**src/rtl/core/lebu_pkg.sv**
```systemverilog
// Shared request codes, field widths and control structs of the line edit buffer.
package lebu_pkg;

   localparam int REQ_W  = 3;
   localparam int CHAR_W = 8;
   localparam int POS_W  = 9;
   localparam int OUT_W  = 8;

   localparam logic [REQ_W-1:0] REQ_APPEND    = 3'd0;
   localparam logic [REQ_W-1:0] REQ_INSERT    = 3'd1;
   localparam logic [REQ_W-1:0] REQ_OVERWRITE = 3'd2;
   localparam logic [REQ_W-1:0] REQ_DELETE    = 3'd3;
   localparam logic [REQ_W-1:0] REQ_COMMIT    = 3'd4;
   localparam logic [REQ_W-1:0] REQ_RESTORE   = 3'd5;
   localparam logic [REQ_W-1:0] REQ_READ      = 3'd6;

   // command into the copy sequencer
   typedef struct packed {
      logic go;
      logic down;
   } copy_cmd_type;

   // status out of the copy sequencer
   typedef struct packed {
      logic rd_en;
      logic wr_en;
      logic done;
   } copy_sts_type;

endpackage

```
**src/rtl/core/lebu_ram.sv**
```systemverilog
// Generic single-write, single-read RAM with registered read data.
module lebu_ram #(
   parameter int WIDTH = 8,
   parameter int DEPTH = 128
) (
   input  logic                     clock,
   input  logic                     wr_en,
   input  logic [$clog2(DEPTH)-1:0] wr_addr,
   input  logic [WIDTH-1:0]         wr_data,
   input  logic                     rd_en,
   input  logic [$clog2(DEPTH)-1:0] rd_addr,
   output logic [WIDTH-1:0]         rd_data
);

   logic [WIDTH-1:0] mem [DEPTH];
   logic [WIDTH-1:0] rd_data_ff;

   always_ff @(posedge clock) begin
      if (wr_en) begin
         mem[wr_addr] <= wr_data;
      end
      if (rd_en) begin
         rd_data_ff <= mem[rd_addr];
      end
   end

   assign rd_data = rd_data_ff;

endmodule

```
**src/rtl/core/lebu_copy.sv**
```systemverilog
// Copy sequencer: moves one word per cycle from a source to a destination address range.
module lebu_copy import lebu_pkg::*; #(
   parameter int AW = 7,
   parameter int LW = 8
) (
   input  logic         clock,
   input  logic         reset,
   input  copy_cmd_type cmd,
   input  logic [AW-1:0] src_addr,
   input  logic [AW-1:0] dst_addr,
   input  logic [LW-1:0] count,
   output copy_sts_type sts,
   output logic [AW-1:0] rd_addr,
   output logic [AW-1:0] wr_addr
);

   logic          run_ff, run_in;
   logic          down_ff, down_in;
   logic [LW-1:0] rem_ff, rem_in;
   logic [AW-1:0] src_ff, src_in;
   logic [AW-1:0] dst_ff, dst_in;
   logic          pend_ff, pend_in;
   logic [AW-1:0] pend_addr_ff, pend_addr_in;
   logic          step;

   assign step = run_ff && (rem_ff != '0);

   always_comb begin
      run_in       = run_ff;
      down_in      = down_ff;
      rem_in       = rem_ff;
      src_in       = src_ff;
      dst_in       = dst_ff;
      pend_in      = 1'b0;
      pend_addr_in = pend_addr_ff;
      if (cmd.go) begin
         run_in  = 1'b1;
         down_in = cmd.down;
         rem_in  = count;
         src_in  = src_addr;
         dst_in  = dst_addr;
      end else begin
         if (step) begin
            // read now, write the same word in the next cycle
            pend_in      = 1'b1;
            pend_addr_in = dst_ff;
            rem_in       = rem_ff - LW'(1);
            src_in       = down_ff ? src_ff - AW'(1) : src_ff + AW'(1);
            dst_in       = down_ff ? dst_ff - AW'(1) : dst_ff + AW'(1);
         end
         if (sts.done) begin
            run_in = 1'b0;
         end
      end
   end

   always_ff @(posedge clock) begin
      if (reset) begin
         run_ff  <= 1'b0;
         pend_ff <= 1'b0;
         rem_ff  <= '0;
      end else begin
         run_ff  <= run_in;
         pend_ff <= pend_in;
         rem_ff  <= rem_in;
      end
      down_ff      <= down_in;
      src_ff       <= src_in;
      dst_ff       <= dst_in;
      pend_addr_ff <= pend_addr_in;
   end

   assign sts.rd_en = step;
   assign sts.wr_en = pend_ff;
   assign sts.done  = run_ff && (rem_ff == '0) && !pend_ff;
   assign rd_addr   = src_ff;
   assign wr_addr   = pend_addr_ff;

endmodule

```
**src/rtl/core/line_edit_buffer_with_undo.sv**
```systemverilog
// Top level of the line edit buffer with one level of undo.
//
// A request is taken when start is high and busy is low; busy then stays high until the
// cycle after its single result, which shows on the rsp_ ports for one cycle with rsp_valid
// and must be captured then, as the block cannot be held off. Characters live in a line RAM
// and a snapshot RAM, and one copy sequencer moves one word per cycle between or within them,
// so the cost of a request follows the number of characters it moves. Commit, a rejected
// request and a restore without a snapshot go straight to the result; read steps through
// S_READ and S_READ_DATA, and append and overwrite through S_EDIT and S_WRITE. Insert
// first shifts the tail of the line right by one, and delete works out its range and then
// shifts the tail left over it; either shift is empty when it reaches the end of the line.
// The first edit after a commit or restore on a non-empty line first copies the whole line
// into the snapshot. Restore copies the snapshot back into the line. No clearing pass runs
// after reset.
module line_edit_buffer_with_undo import lebu_pkg::*; #(
   parameter int LINE_SIZE = 128
) (
   input  logic                    clock,
   input  logic                    reset,
   input  logic                    start,
   output logic                    busy,
   input  logic [REQ_W-1:0]        req_type,
   input  logic [CHAR_W-1:0]       req_char_in,
   input  logic signed [POS_W-1:0] req_position,
   input  logic signed [POS_W-1:0] req_del_count,
   output logic                    rsp_valid,
   output logic                    rsp_status,
   output logic [OUT_W-1:0]        rsp_start_index,
   output logic [OUT_W-1:0]        rsp_length,
   output logic [CHAR_W-1:0]       rsp_char_out
);

   localparam int AW = $clog2(LINE_SIZE);
   localparam int LW = $clog2(LINE_SIZE + 1);
   localparam int SW = ((LW > POS_W) ? LW : POS_W) + 2;

   localparam logic [3:0] S_IDLE      = 4'd0;
   localparam logic [3:0] S_DEL_BASE  = 4'd1;
   localparam logic [3:0] S_DEL_CLAMP = 4'd2;
   localparam logic [3:0] S_DEL_RANGE = 4'd3;
   localparam logic [3:0] S_SNAP_GO   = 4'd4;
   localparam logic [3:0] S_SNAP_RUN  = 4'd5;
   localparam logic [3:0] S_EDIT      = 4'd6;
   localparam logic [3:0] S_SHIFT_RUN = 4'd7;
   localparam logic [3:0] S_WRITE     = 4'd8;
   localparam logic [3:0] S_REST_GO   = 4'd9;
   localparam logic [3:0] S_REST_RUN  = 4'd10;
   localparam logic [3:0] S_READ      = 4'd11;
   localparam logic [3:0] S_READ_DATA = 4'd12;
   localparam logic [3:0] S_RESP      = 4'd13;

   // clamp a signed value to 0..lim
   function automatic logic [LW-1:0] clamp_len(input logic signed [SW-1:0] v,
                                                input logic signed [SW-1:0] lim);
      logic [LW-1:0] r;
      if (v < 0) begin
         r = '0;
      end else if (v > lim) begin
         r = LW'(lim);
      end else begin
         r = LW'(v);
      end
      return r;
   endfunction

   // sequencer and request registers
   logic [3:0]              state_ff, state_in;
   logic [REQ_W-1:0]        op_ff, op_in;
   logic [CHAR_W-1:0]       ch_ff, ch_in;
   logic signed [POS_W-1:0] pos_ff, pos_in;
   logic signed [POS_W-1:0] cnt_ff, cnt_in;
   logic                    status_ff, status_in;
   logic [LW-1:0]           start_ff, start_in;
   logic [CHAR_W-1:0]       char_ff, char_in;
   logic signed [SW-1:0]    a0_ff, a0_in;
   logic [LW-1:0]           lo_ff, lo_in;
   logic [LW-1:0]           hi_ff, hi_in;
   logic [AW-1:0]           wr_addr_ff, wr_addr_in;

   // architectural state
   logic [LW-1:0]           len_ff, len_in;
   logic [LW-1:0]           snap_len_ff, snap_len_in;
   logic                    snap_valid_ff, snap_valid_in;

   // request decode
   logic                    accept;
   logic                    full;
   logic                    snap_needed;
   logic                    ok;
   logic signed [SW-1:0]    len_w;
   logic signed [SW-1:0]    req_pos_w;
   logic signed [SW-1:0]    pos_w;
   logic signed [SW-1:0]    cnt_w;

   // copy sequencer hookup
   copy_cmd_type            copy_cmd;
   copy_sts_type            copy_sts;
   logic [AW-1:0]           copy_src;
   logic [AW-1:0]           copy_dst;
   logic [LW-1:0]           copy_count;
   logic [AW-1:0]           copy_rd_addr;
   logic [AW-1:0]           copy_wr_addr;

   // RAM ports
   logic                    line_wr_en, line_rd_en;
   logic [AW-1:0]           line_wr_addr, line_rd_addr;
   logic [CHAR_W-1:0]       line_wr_data, line_rd_data;
   logic                    snap_wr_en, snap_rd_en;
   logic [AW-1:0]           snap_wr_addr, snap_rd_addr;
   logic [CHAR_W-1:0]       snap_wr_data, snap_rd_data;

   assign busy        = (state_ff != S_IDLE);
   assign accept      = start && !busy;
   assign len_w       = signed'(SW'(len_ff));
   assign req_pos_w   = SW'(req_position);
   assign pos_w       = SW'(pos_ff);
   assign cnt_w       = SW'(cnt_ff);
   assign full        = (len_ff == LW'(LINE_SIZE));
   assign snap_needed = !snap_valid_ff && (len_ff != '0);

   // accept or reject against the length at the time of the request
   always_comb begin
      unique case (req_type)
         REQ_APPEND:    ok = !full;
         REQ_INSERT:    ok = !full && (req_pos_w >= 0) && (req_pos_w <= len_w);
         REQ_OVERWRITE: ok = (req_pos_w >= 0) && (req_pos_w < len_w);
         REQ_DELETE:    ok = (len_ff != '0) && (req_del_count != '0);
         REQ_COMMIT:    ok = 1'b1;
         REQ_RESTORE:   ok = 1'b1;
         REQ_READ:      ok = (req_pos_w >= 0) && (req_pos_w < len_w);
         default:       ok = 1'b0;
      endcase
   end

   // copy commands: snapshot, restore, right shift for insert, left shift for delete
   always_comb begin
      copy_cmd   = '0;
      copy_src   = '0;
      copy_dst   = '0;
      copy_count = len_ff;
      unique case (state_ff)
         S_SNAP_GO: begin
            copy_cmd.go = 1'b1;
         end
         S_REST_GO: begin
            copy_cmd.go = 1'b1;
            copy_count  = snap_len_ff;
         end
         S_EDIT: begin
            if (op_ff == REQ_INSERT) begin
               copy_cmd.go   = 1'b1;
               copy_cmd.down = 1'b1;
               copy_src      = AW'(len_ff - LW'(1));
               copy_dst      = AW'(len_ff);
               copy_count    = LW'(len_w - pos_w);
            end else if (op_ff == REQ_DELETE) begin
               copy_cmd.go = 1'b1;
               copy_src    = AW'(hi_ff);
               copy_dst    = AW'(lo_ff);
               copy_count  = len_ff - hi_ff;
            end
         end
         default: begin
         end
      endcase
   end

   // steer the RAM ports by sequencer state
   always_comb begin
      line_wr_en   = 1'b0;
      line_wr_addr = copy_wr_addr;
      line_wr_data = line_rd_data;
      line_rd_en   = 1'b0;
      line_rd_addr = copy_rd_addr;
      snap_wr_en   = 1'b0;
      snap_wr_addr = copy_wr_addr;
      snap_wr_data = line_rd_data;
      snap_rd_en   = 1'b0;
      snap_rd_addr = copy_rd_addr;
      unique case (state_ff)
         S_SNAP_RUN: begin
            line_rd_en = copy_sts.rd_en;
            snap_wr_en = copy_sts.wr_en;
         end
         S_SHIFT_RUN: begin
            line_rd_en = copy_sts.rd_en;
            line_wr_en = copy_sts.wr_en;
         end
         S_REST_RUN: begin
            snap_rd_en   = copy_sts.rd_en;
            line_wr_en   = copy_sts.wr_en;
            line_wr_data = snap_rd_data;
         end
         S_WRITE: begin
            line_wr_en   = 1'b1;
            line_wr_addr = wr_addr_ff;
            line_wr_data = ch_ff;
         end
         S_READ: begin
            line_rd_en   = 1'b1;
            line_rd_addr = AW'(pos_ff);
         end
         default: begin
         end
      endcase
   end

   // sequencer
   always_comb begin
      state_in      = state_ff;
      op_in         = op_ff;
      ch_in         = ch_ff;
      pos_in        = pos_ff;
      cnt_in        = cnt_ff;
      status_in     = status_ff;
      start_in      = start_ff;
      char_in       = char_ff;
      a0_in         = a0_ff;
      lo_in         = lo_ff;
      hi_in         = hi_ff;
      wr_addr_in    = wr_addr_ff;
      len_in        = len_ff;
      snap_len_in   = snap_len_ff;
      snap_valid_in = snap_valid_ff;
      unique case (state_ff)
         S_IDLE: begin
            if (accept) begin
               op_in     = req_type;
               ch_in     = req_char_in;
               pos_in    = req_position;
               cnt_in    = req_del_count;
               status_in = !ok;
               start_in  = '0;
               char_in   = '0;
               if (!ok) begin
                  state_in = S_RESP;
               end else begin
                  unique case (req_type)
                     REQ_APPEND, REQ_INSERT, REQ_OVERWRITE: begin
                        state_in = snap_needed ? S_SNAP_GO : S_EDIT;
                     end
                     REQ_DELETE: begin
                        state_in = S_DEL_BASE;
                     end
                     REQ_COMMIT: begin
                        snap_valid_in = 1'b0;
                        state_in      = S_RESP;
                     end
                     REQ_RESTORE: begin
                        state_in = snap_valid_ff ? S_REST_GO : S_RESP;
                     end
                     REQ_READ: begin
                        state_in = S_READ;
                     end
                     default: begin
                        state_in = S_RESP;
                     end
                  endcase
               end
            end
         end
         S_DEL_BASE: begin
            // a negative position counts from the end
            a0_in    = (pos_w < 0) ? pos_w + len_w : pos_w;
            state_in = S_DEL_CLAMP;
         end
         S_DEL_CLAMP: begin
            lo_in    = clamp_len(a0_ff, len_w);
            hi_in    = clamp_len(a0_ff + cnt_w, len_w);
            state_in = S_DEL_RANGE;
         end
         S_DEL_RANGE: begin
            // order the ends so a backward count works like a forward one
            if (hi_ff < lo_ff) begin
               lo_in = hi_ff;
               hi_in = lo_ff;
            end
            start_in = (hi_ff < lo_ff) ? hi_ff : lo_ff;
            state_in = snap_needed ? S_SNAP_GO : S_EDIT;
         end
         S_SNAP_GO: begin
            state_in = S_SNAP_RUN;
         end
         S_SNAP_RUN: begin
            if (copy_sts.done) begin
               snap_valid_in = 1'b1;
               snap_len_in   = len_ff;
               state_in      = S_EDIT;
            end
         end
         S_EDIT: begin
            unique case (op_ff)
               REQ_APPEND: begin
                  wr_addr_in = AW'(len_ff);
                  state_in   = S_WRITE;
               end
               REQ_OVERWRITE: begin
                  wr_addr_in = AW'(pos_ff);
                  state_in   = S_WRITE;
               end
               REQ_INSERT: begin
                  wr_addr_in = AW'(pos_ff);
                  state_in   = S_SHIFT_RUN;
               end
               default: begin
                  state_in = S_SHIFT_RUN;
               end
            endcase
         end
         S_SHIFT_RUN: begin
            if (copy_sts.done) begin
               if (op_ff == REQ_DELETE) begin
                  len_in   = len_ff - (hi_ff - lo_ff);
                  state_in = S_RESP;
               end else begin
                  state_in = S_WRITE;
               end
            end
         end
         S_WRITE: begin
            if (op_ff != REQ_OVERWRITE) begin
               len_in = len_ff + LW'(1);
            end
            state_in = S_RESP;
         end
         S_REST_GO: begin
            state_in = S_REST_RUN;
         end
         S_REST_RUN: begin
            if (copy_sts.done) begin
               len_in        = snap_len_ff;
               snap_valid_in = 1'b0;
               state_in      = S_RESP;
            end
         end
         S_READ: begin
            state_in = S_READ_DATA;
         end
         S_READ_DATA: begin
            char_in  = line_rd_data;
            state_in = S_RESP;
         end
         S_RESP: begin
            state_in = S_IDLE;
         end
         default: begin
            state_in = S_IDLE;
         end
      endcase
   end

   always_ff @(posedge clock) begin
      if (reset) begin
         state_ff      <= S_IDLE;
         len_ff        <= '0;
         snap_len_ff   <= '0;
         snap_valid_ff <= 1'b0;
      end else begin
         state_ff      <= state_in;
         len_ff        <= len_in;
         snap_len_ff   <= snap_len_in;
         snap_valid_ff <= snap_valid_in;
      end
      op_ff      <= op_in;
      ch_ff      <= ch_in;
      pos_ff     <= pos_in;
      cnt_ff     <= cnt_in;
      status_ff  <= status_in;
      start_ff   <= start_in;
      char_ff    <= char_in;
      a0_ff      <= a0_in;
      lo_ff      <= lo_in;
      hi_ff      <= hi_in;
      wr_addr_ff <= wr_addr_in;
   end

   lebu_copy #(
      .AW(AW),
      .LW(LW)
   ) u_copy (
      .clock   (clock),
      .reset   (reset),
      .cmd     (copy_cmd),
      .src_addr(copy_src),
      .dst_addr(copy_dst),
      .count   (copy_count),
      .sts     (copy_sts),
      .rd_addr (copy_rd_addr),
      .wr_addr (copy_wr_addr)
   );

   lebu_ram #(
      .WIDTH(CHAR_W),
      .DEPTH(LINE_SIZE)
   ) u_line_ram (
      .clock  (clock),
      .wr_en  (line_wr_en),
      .wr_addr(line_wr_addr),
      .wr_data(line_wr_data),
      .rd_en  (line_rd_en),
      .rd_addr(line_rd_addr),
      .rd_data(line_rd_data)
   );

   lebu_ram #(
      .WIDTH(CHAR_W),
      .DEPTH(LINE_SIZE)
   ) u_snap_ram (
      .clock  (clock),
      .wr_en  (snap_wr_en),
      .wr_addr(snap_wr_addr),
      .wr_data(snap_wr_data),
      .rd_en  (snap_rd_en),
      .rd_addr(snap_rd_addr),
      .rd_data(snap_rd_data)
   );

   // one result word per request, shown for a single cycle
   assign rsp_valid       = (state_ff == S_RESP);
   assign rsp_status      = status_ff;
   assign rsp_start_index = OUT_W'(start_ff);
   assign rsp_length      = OUT_W'(len_ff);
   assign rsp_char_out    = char_ff;

   // hold busy from the accepting edge on
   a_busy_after_accept: assert property (@(posedge clock) disable iff (reset)
      accept |=> busy)
      else $error("busy not raised after an accepted request");

   // drop busy only right after the result word
   a_busy_ends_at_rsp: assert property (@(posedge clock) disable iff (reset)
      $fell(busy) |-> $past(rsp_valid))
      else $error("busy fell without a result word");

   // keep the line length within the RAM
   a_len_bound: assert property (@(posedge clock) disable iff (reset)
      (len_ff <= LW'(LINE_SIZE)) && (snap_len_ff <= LW'(LINE_SIZE)))
      else $error("line or snapshot length beyond LINE_SIZE");

   // never write either RAM while idle
   a_no_write_idle: assert property (@(posedge clock) disable iff (reset)
      !busy |-> (!line_wr_en && !snap_wr_en))
      else $error("RAM write while idle");

endmodule
```
**config.mk**
```make
export PLATFORM = sky130hd
export DESIGN_NAME = line_edit_buffer_with_undo
export DESIGN_NICKNAME = d
export VERILOG_FILES = /design/src/rtl/core/lebu_pkg.sv /design/src/rtl/core/lebu_ram.sv /design/src/rtl/core/lebu_copy.sv /design/src/rtl/core/line_edit_buffer_with_undo.sv
export SDC_FILE = /design/constraint.sdc
export NUM_CORES = 2
export LEC_CHECK = 0
export ABC_AREA = 1
export BUFFER_PORTS_ARGS = -buffer_cell sky130_fd_sc_hd__buf_2
export CAP_MARGIN = 20
export CORE_UTILIZATION = 55
export DETAILED_ROUTE_END_ITERATION = 8
export GPL_TIMING_DRIVEN = 1
export PLACE_DENSITY = 0.8
export SYNTH_ARGS = -nofsm -noshare
export SYNTH_HDL_FRONTEND = slang
export SYNTH_HIERARCHICAL = 1
export SYNTH_SLANG_ARGS = --single-unit
```
**constraint.sdc**
```tcl
create_clock -name clock -period 6.7 [get_ports clock]
set_clock_uncertainty 0.1 [all_clocks]
set_input_delay 0.67 -clock clock [delete_from_list [all_inputs] [get_ports clock]]
set_output_delay 0.67 -clock clock [all_outputs]
set_load 0.01 [all_outputs]
```
==> impl_metrics.yaml <==
route:
  postRouteAntennaNets: 0
  drc: 0
  drt_pre_antenna_iters: 6
  viasPerCell: 6.14
  drt_iter0_drc: 10800
  num_vias: 66000
  wl_um: 244000
  routedWlPerCell_um: 22.7
placed_design:
  dpl-instance-area_um2: 95600
  io_buffers: 58
  place_congestion: 0.908
  dp_hpwl_um: 140000
  dpl.cell_count: 10300
logic_synthesis:
  ys.flop_type: "edfxtp_1"
  synth_area_leader_cell: "edfxtp_1"
  synth-edff-count: 2165
  synth_warnings: 6
  yosysTopAreaCellShare: 0.688
  syn_area_per_cell_um2: 11.1
  synth.net_count: 8610
  syn_area_um2: 94500
  ys_ff_latch: 2196
  yosysSeqAreaShare: 0.695
  syn_inst: 8478
  yosysUniqueCellTypes: 52
  synthTopCellsByArea: "edfxtp_1, nand2_1, nand3_1"
  async_flop_share: 0
power:
  power_mw: 44.4
  ir_worst_vdd_v: 0.000681
  cellPowerDensity_nw_per_um2: 433
  p_leak_nw: 37.2
clocking:
  cts_tree: "done"
  cts.repair.resized: 0
  clkTransAtPathRegs_ns: 0.06
  ctsLongestPathBuffers: 3
  numCtsBuffers: 206
  clockRootBuffer: "clkbuf_16"
  ctsHoldBuffers: 26
  clkLatencyLatePin_ns: 0.86
  post-cts-setup-buffer-count: 0
  clock_sinks: 2196
  htree_levels: 4
cells_and_area:
  drive_above_1_share: 0.0604
  nets: 8499
  final_cell_area_um2: 103000
  stdcell_count: 10800
  area_delta_synth_final_pct: 8.61
status:
  status: "finished, final reports clean"
floorplanning:
  core.rowCount: 151
  die_y_um: 416
  die_area_um2: 173000
  core-area_um2: 170000
  start_util: 0.556
  fp.dieW_um: 416
  ios: 59
global_route:
  gr-total-overflow: 0
  grt_max_degree: 295
  grt_pass1_vias: 62400
  grt_pass1_wl_um: 368000
  antenna_found_initial: 3
  grt_usage: 0.277
sta:
  fin_tns_setup_ns: 0
  relSlewSlack: 0.200
  setup_viol: 0
  fmax_mhz: 207
  hold_ws_ns: 0.0515
  rsz0062_at_grt: "false"
  worst_slew_pin_slew_ns: 1.20
  fin_crit_sh: 0.720
  hold_viol: 0
  min_period_ns: 4.82
  drv_slew: 0
critical_path:
  cp_max_fo: 227
  worstPathRequired_ns: 7.32
  path_class: "register to register"
  cp-end-kind: "register"
  cp.arrival_ns: 5.45
  cp-start-kind: "register"
hold_path:
  holdCritPathClass: "primary input to register"
flow_run:
  max_cap_violations: 0
==> worst max-delay path, cell delays in order, from the launching register on <==
cell     delay (ns)
dfxtp_1        0.41
inv_2          0.09
nand2_4        0.09
nor2_1         0.07
inv_1          0.40
nand2_1        0.18
nand2_4        0.61
buf_12         0.75
buf_4          0.73
nand2_1        0.13
nand3_1        0.12
nand3_1        0.08
nand3_1        0.19
nand2_1        0.07
nand2_1        0.06
nand3_1        0.12
nand2_1        0.11
nand2_1        0.05
nand2_1        0.07
==> metrics by stage <==
stage / setup slack (ns) / util
after global placement: 2.22 / 0.562
after detailed placement: 2.08 / 0.562
final: 1.88 / 0.603
after floorplan: 0.293 / -
after global routing: 1.64 / 0.603
after CTS: 2.05 / 0.603
==> report_power, final <==
group	switching, mW	internal [mW]	leakage [nW]	total [mW]
Clock	5.01	6.55	3.28	11.6
Sequential	0.335	15.9	19.8	16.3
Combinational	12.2	4.38	14.2	16.6
==> layout make-up <==
cell class	instances	area [um2]
fill	12800	67400
inverter	266	1060
multi-input combinational	5526	25000
sequential	2196	65600
timing repair buffer	171	1420
antenna	2	5.00
clock buffer	242	5350
tap	2218	2780
clock inverter	144	1330
==> placed cells by master (no fill, tap or decap), types with 5 or more instances in the layout <==
cell type and instances:
a21oi_1 80, a31oi_1 8, buf_12 14, buf_2 58
buf_4 69, bufinv_16 22, clkbuf_1 33, clkbuf_16 209
clkinv_1 63, clkinv_2 48, clkinv_8 6, clkinvlp_4 6
dfxtp_1 31, dlygate4sd3_1 26, edfxtp_1 2165, fa_1 13
ha_1 87, inv_1 241, inv_16 5, inv_2 12
nand2_1 2742, nand2_2 10, nand3_1 1963, nand4_1 6
nor2_1 370, nor2_2 5, nor2_4 7, nor3_1 26
o211ai_1 10, o21ai_0 87, o21ai_2 6, o221ai_1 8
o22ai_1 24, or2_2 15, xnor2_1 9, xor2_1 8
==> cell families after synthesis <==
kind of cell	Yosys count	share of synthesized area
xor+xnor	17	0.00158
buf+inv	756	0.0410
simple gates	5158	0.233
flops	2196	0.695
compound gates	251	0.0153
fa+ha+maj	100	0.0143
==> registers in the layout, indices dropped and copies added, names as in the netlist, 9 cells and up <==
signal / flops
cnt_ff: 9
u_snap_ram/mem: 1024
u_line_ram/mem: 1024
a0_ff: 10
pos_ff: 9
==> routing by layer <==
layer	global-route usage	vias up	share of wire
li1	-	29400	-
met1	0.375	31500	0.37
met2	0.436	4430	0.47
met3	0.0528	677	0.12
met4	0.127	4	0.047
met5	0	-	0.00011
==> synth_stat cells, drive strengths merged (3+ instances only) <==
cell	number
nand2	2756
o21bai	4
dfxtp	31
or2	17
xor2	8
fa	13
nor3	27
nor4	3
o31ai	3
o211ai	10
a211oi	3
buf	410
a21oi	83
edfxtp	2165
o21ai	101
nand4	6
o221ai	8
xnor2	9
o22ai	24
clkinv	7
ha	87
nand3	1963
nor2	382
inv	259
clkbuf	80
a31oi	8
==> final timing paths <==
path                              startpoint                              end  slack, ns  cells past startpoint
setup / recovery    state_ff[2]$_SDFFE_PP0P_  u_line_ram/rd_data[3]$_DFFE_PP_       1.88                     18
hold / removal                req_char_in[0]               ch_ff[0]$_DFFE_PP_       0.05                      1
setup reg to reg    state_ff[2]$_SDFFE_PP0P_  u_line_ram/rd_data[3]$_DFFE_PP_       1.88                     18
hold reg to reg   u_copy/dst_ff[3]$_DFFE_PP_      u_copy/wr_addr[3]$_DFFE_PP_       0.37                      0
Note: power is estimated with default switching activity, not from simulation.
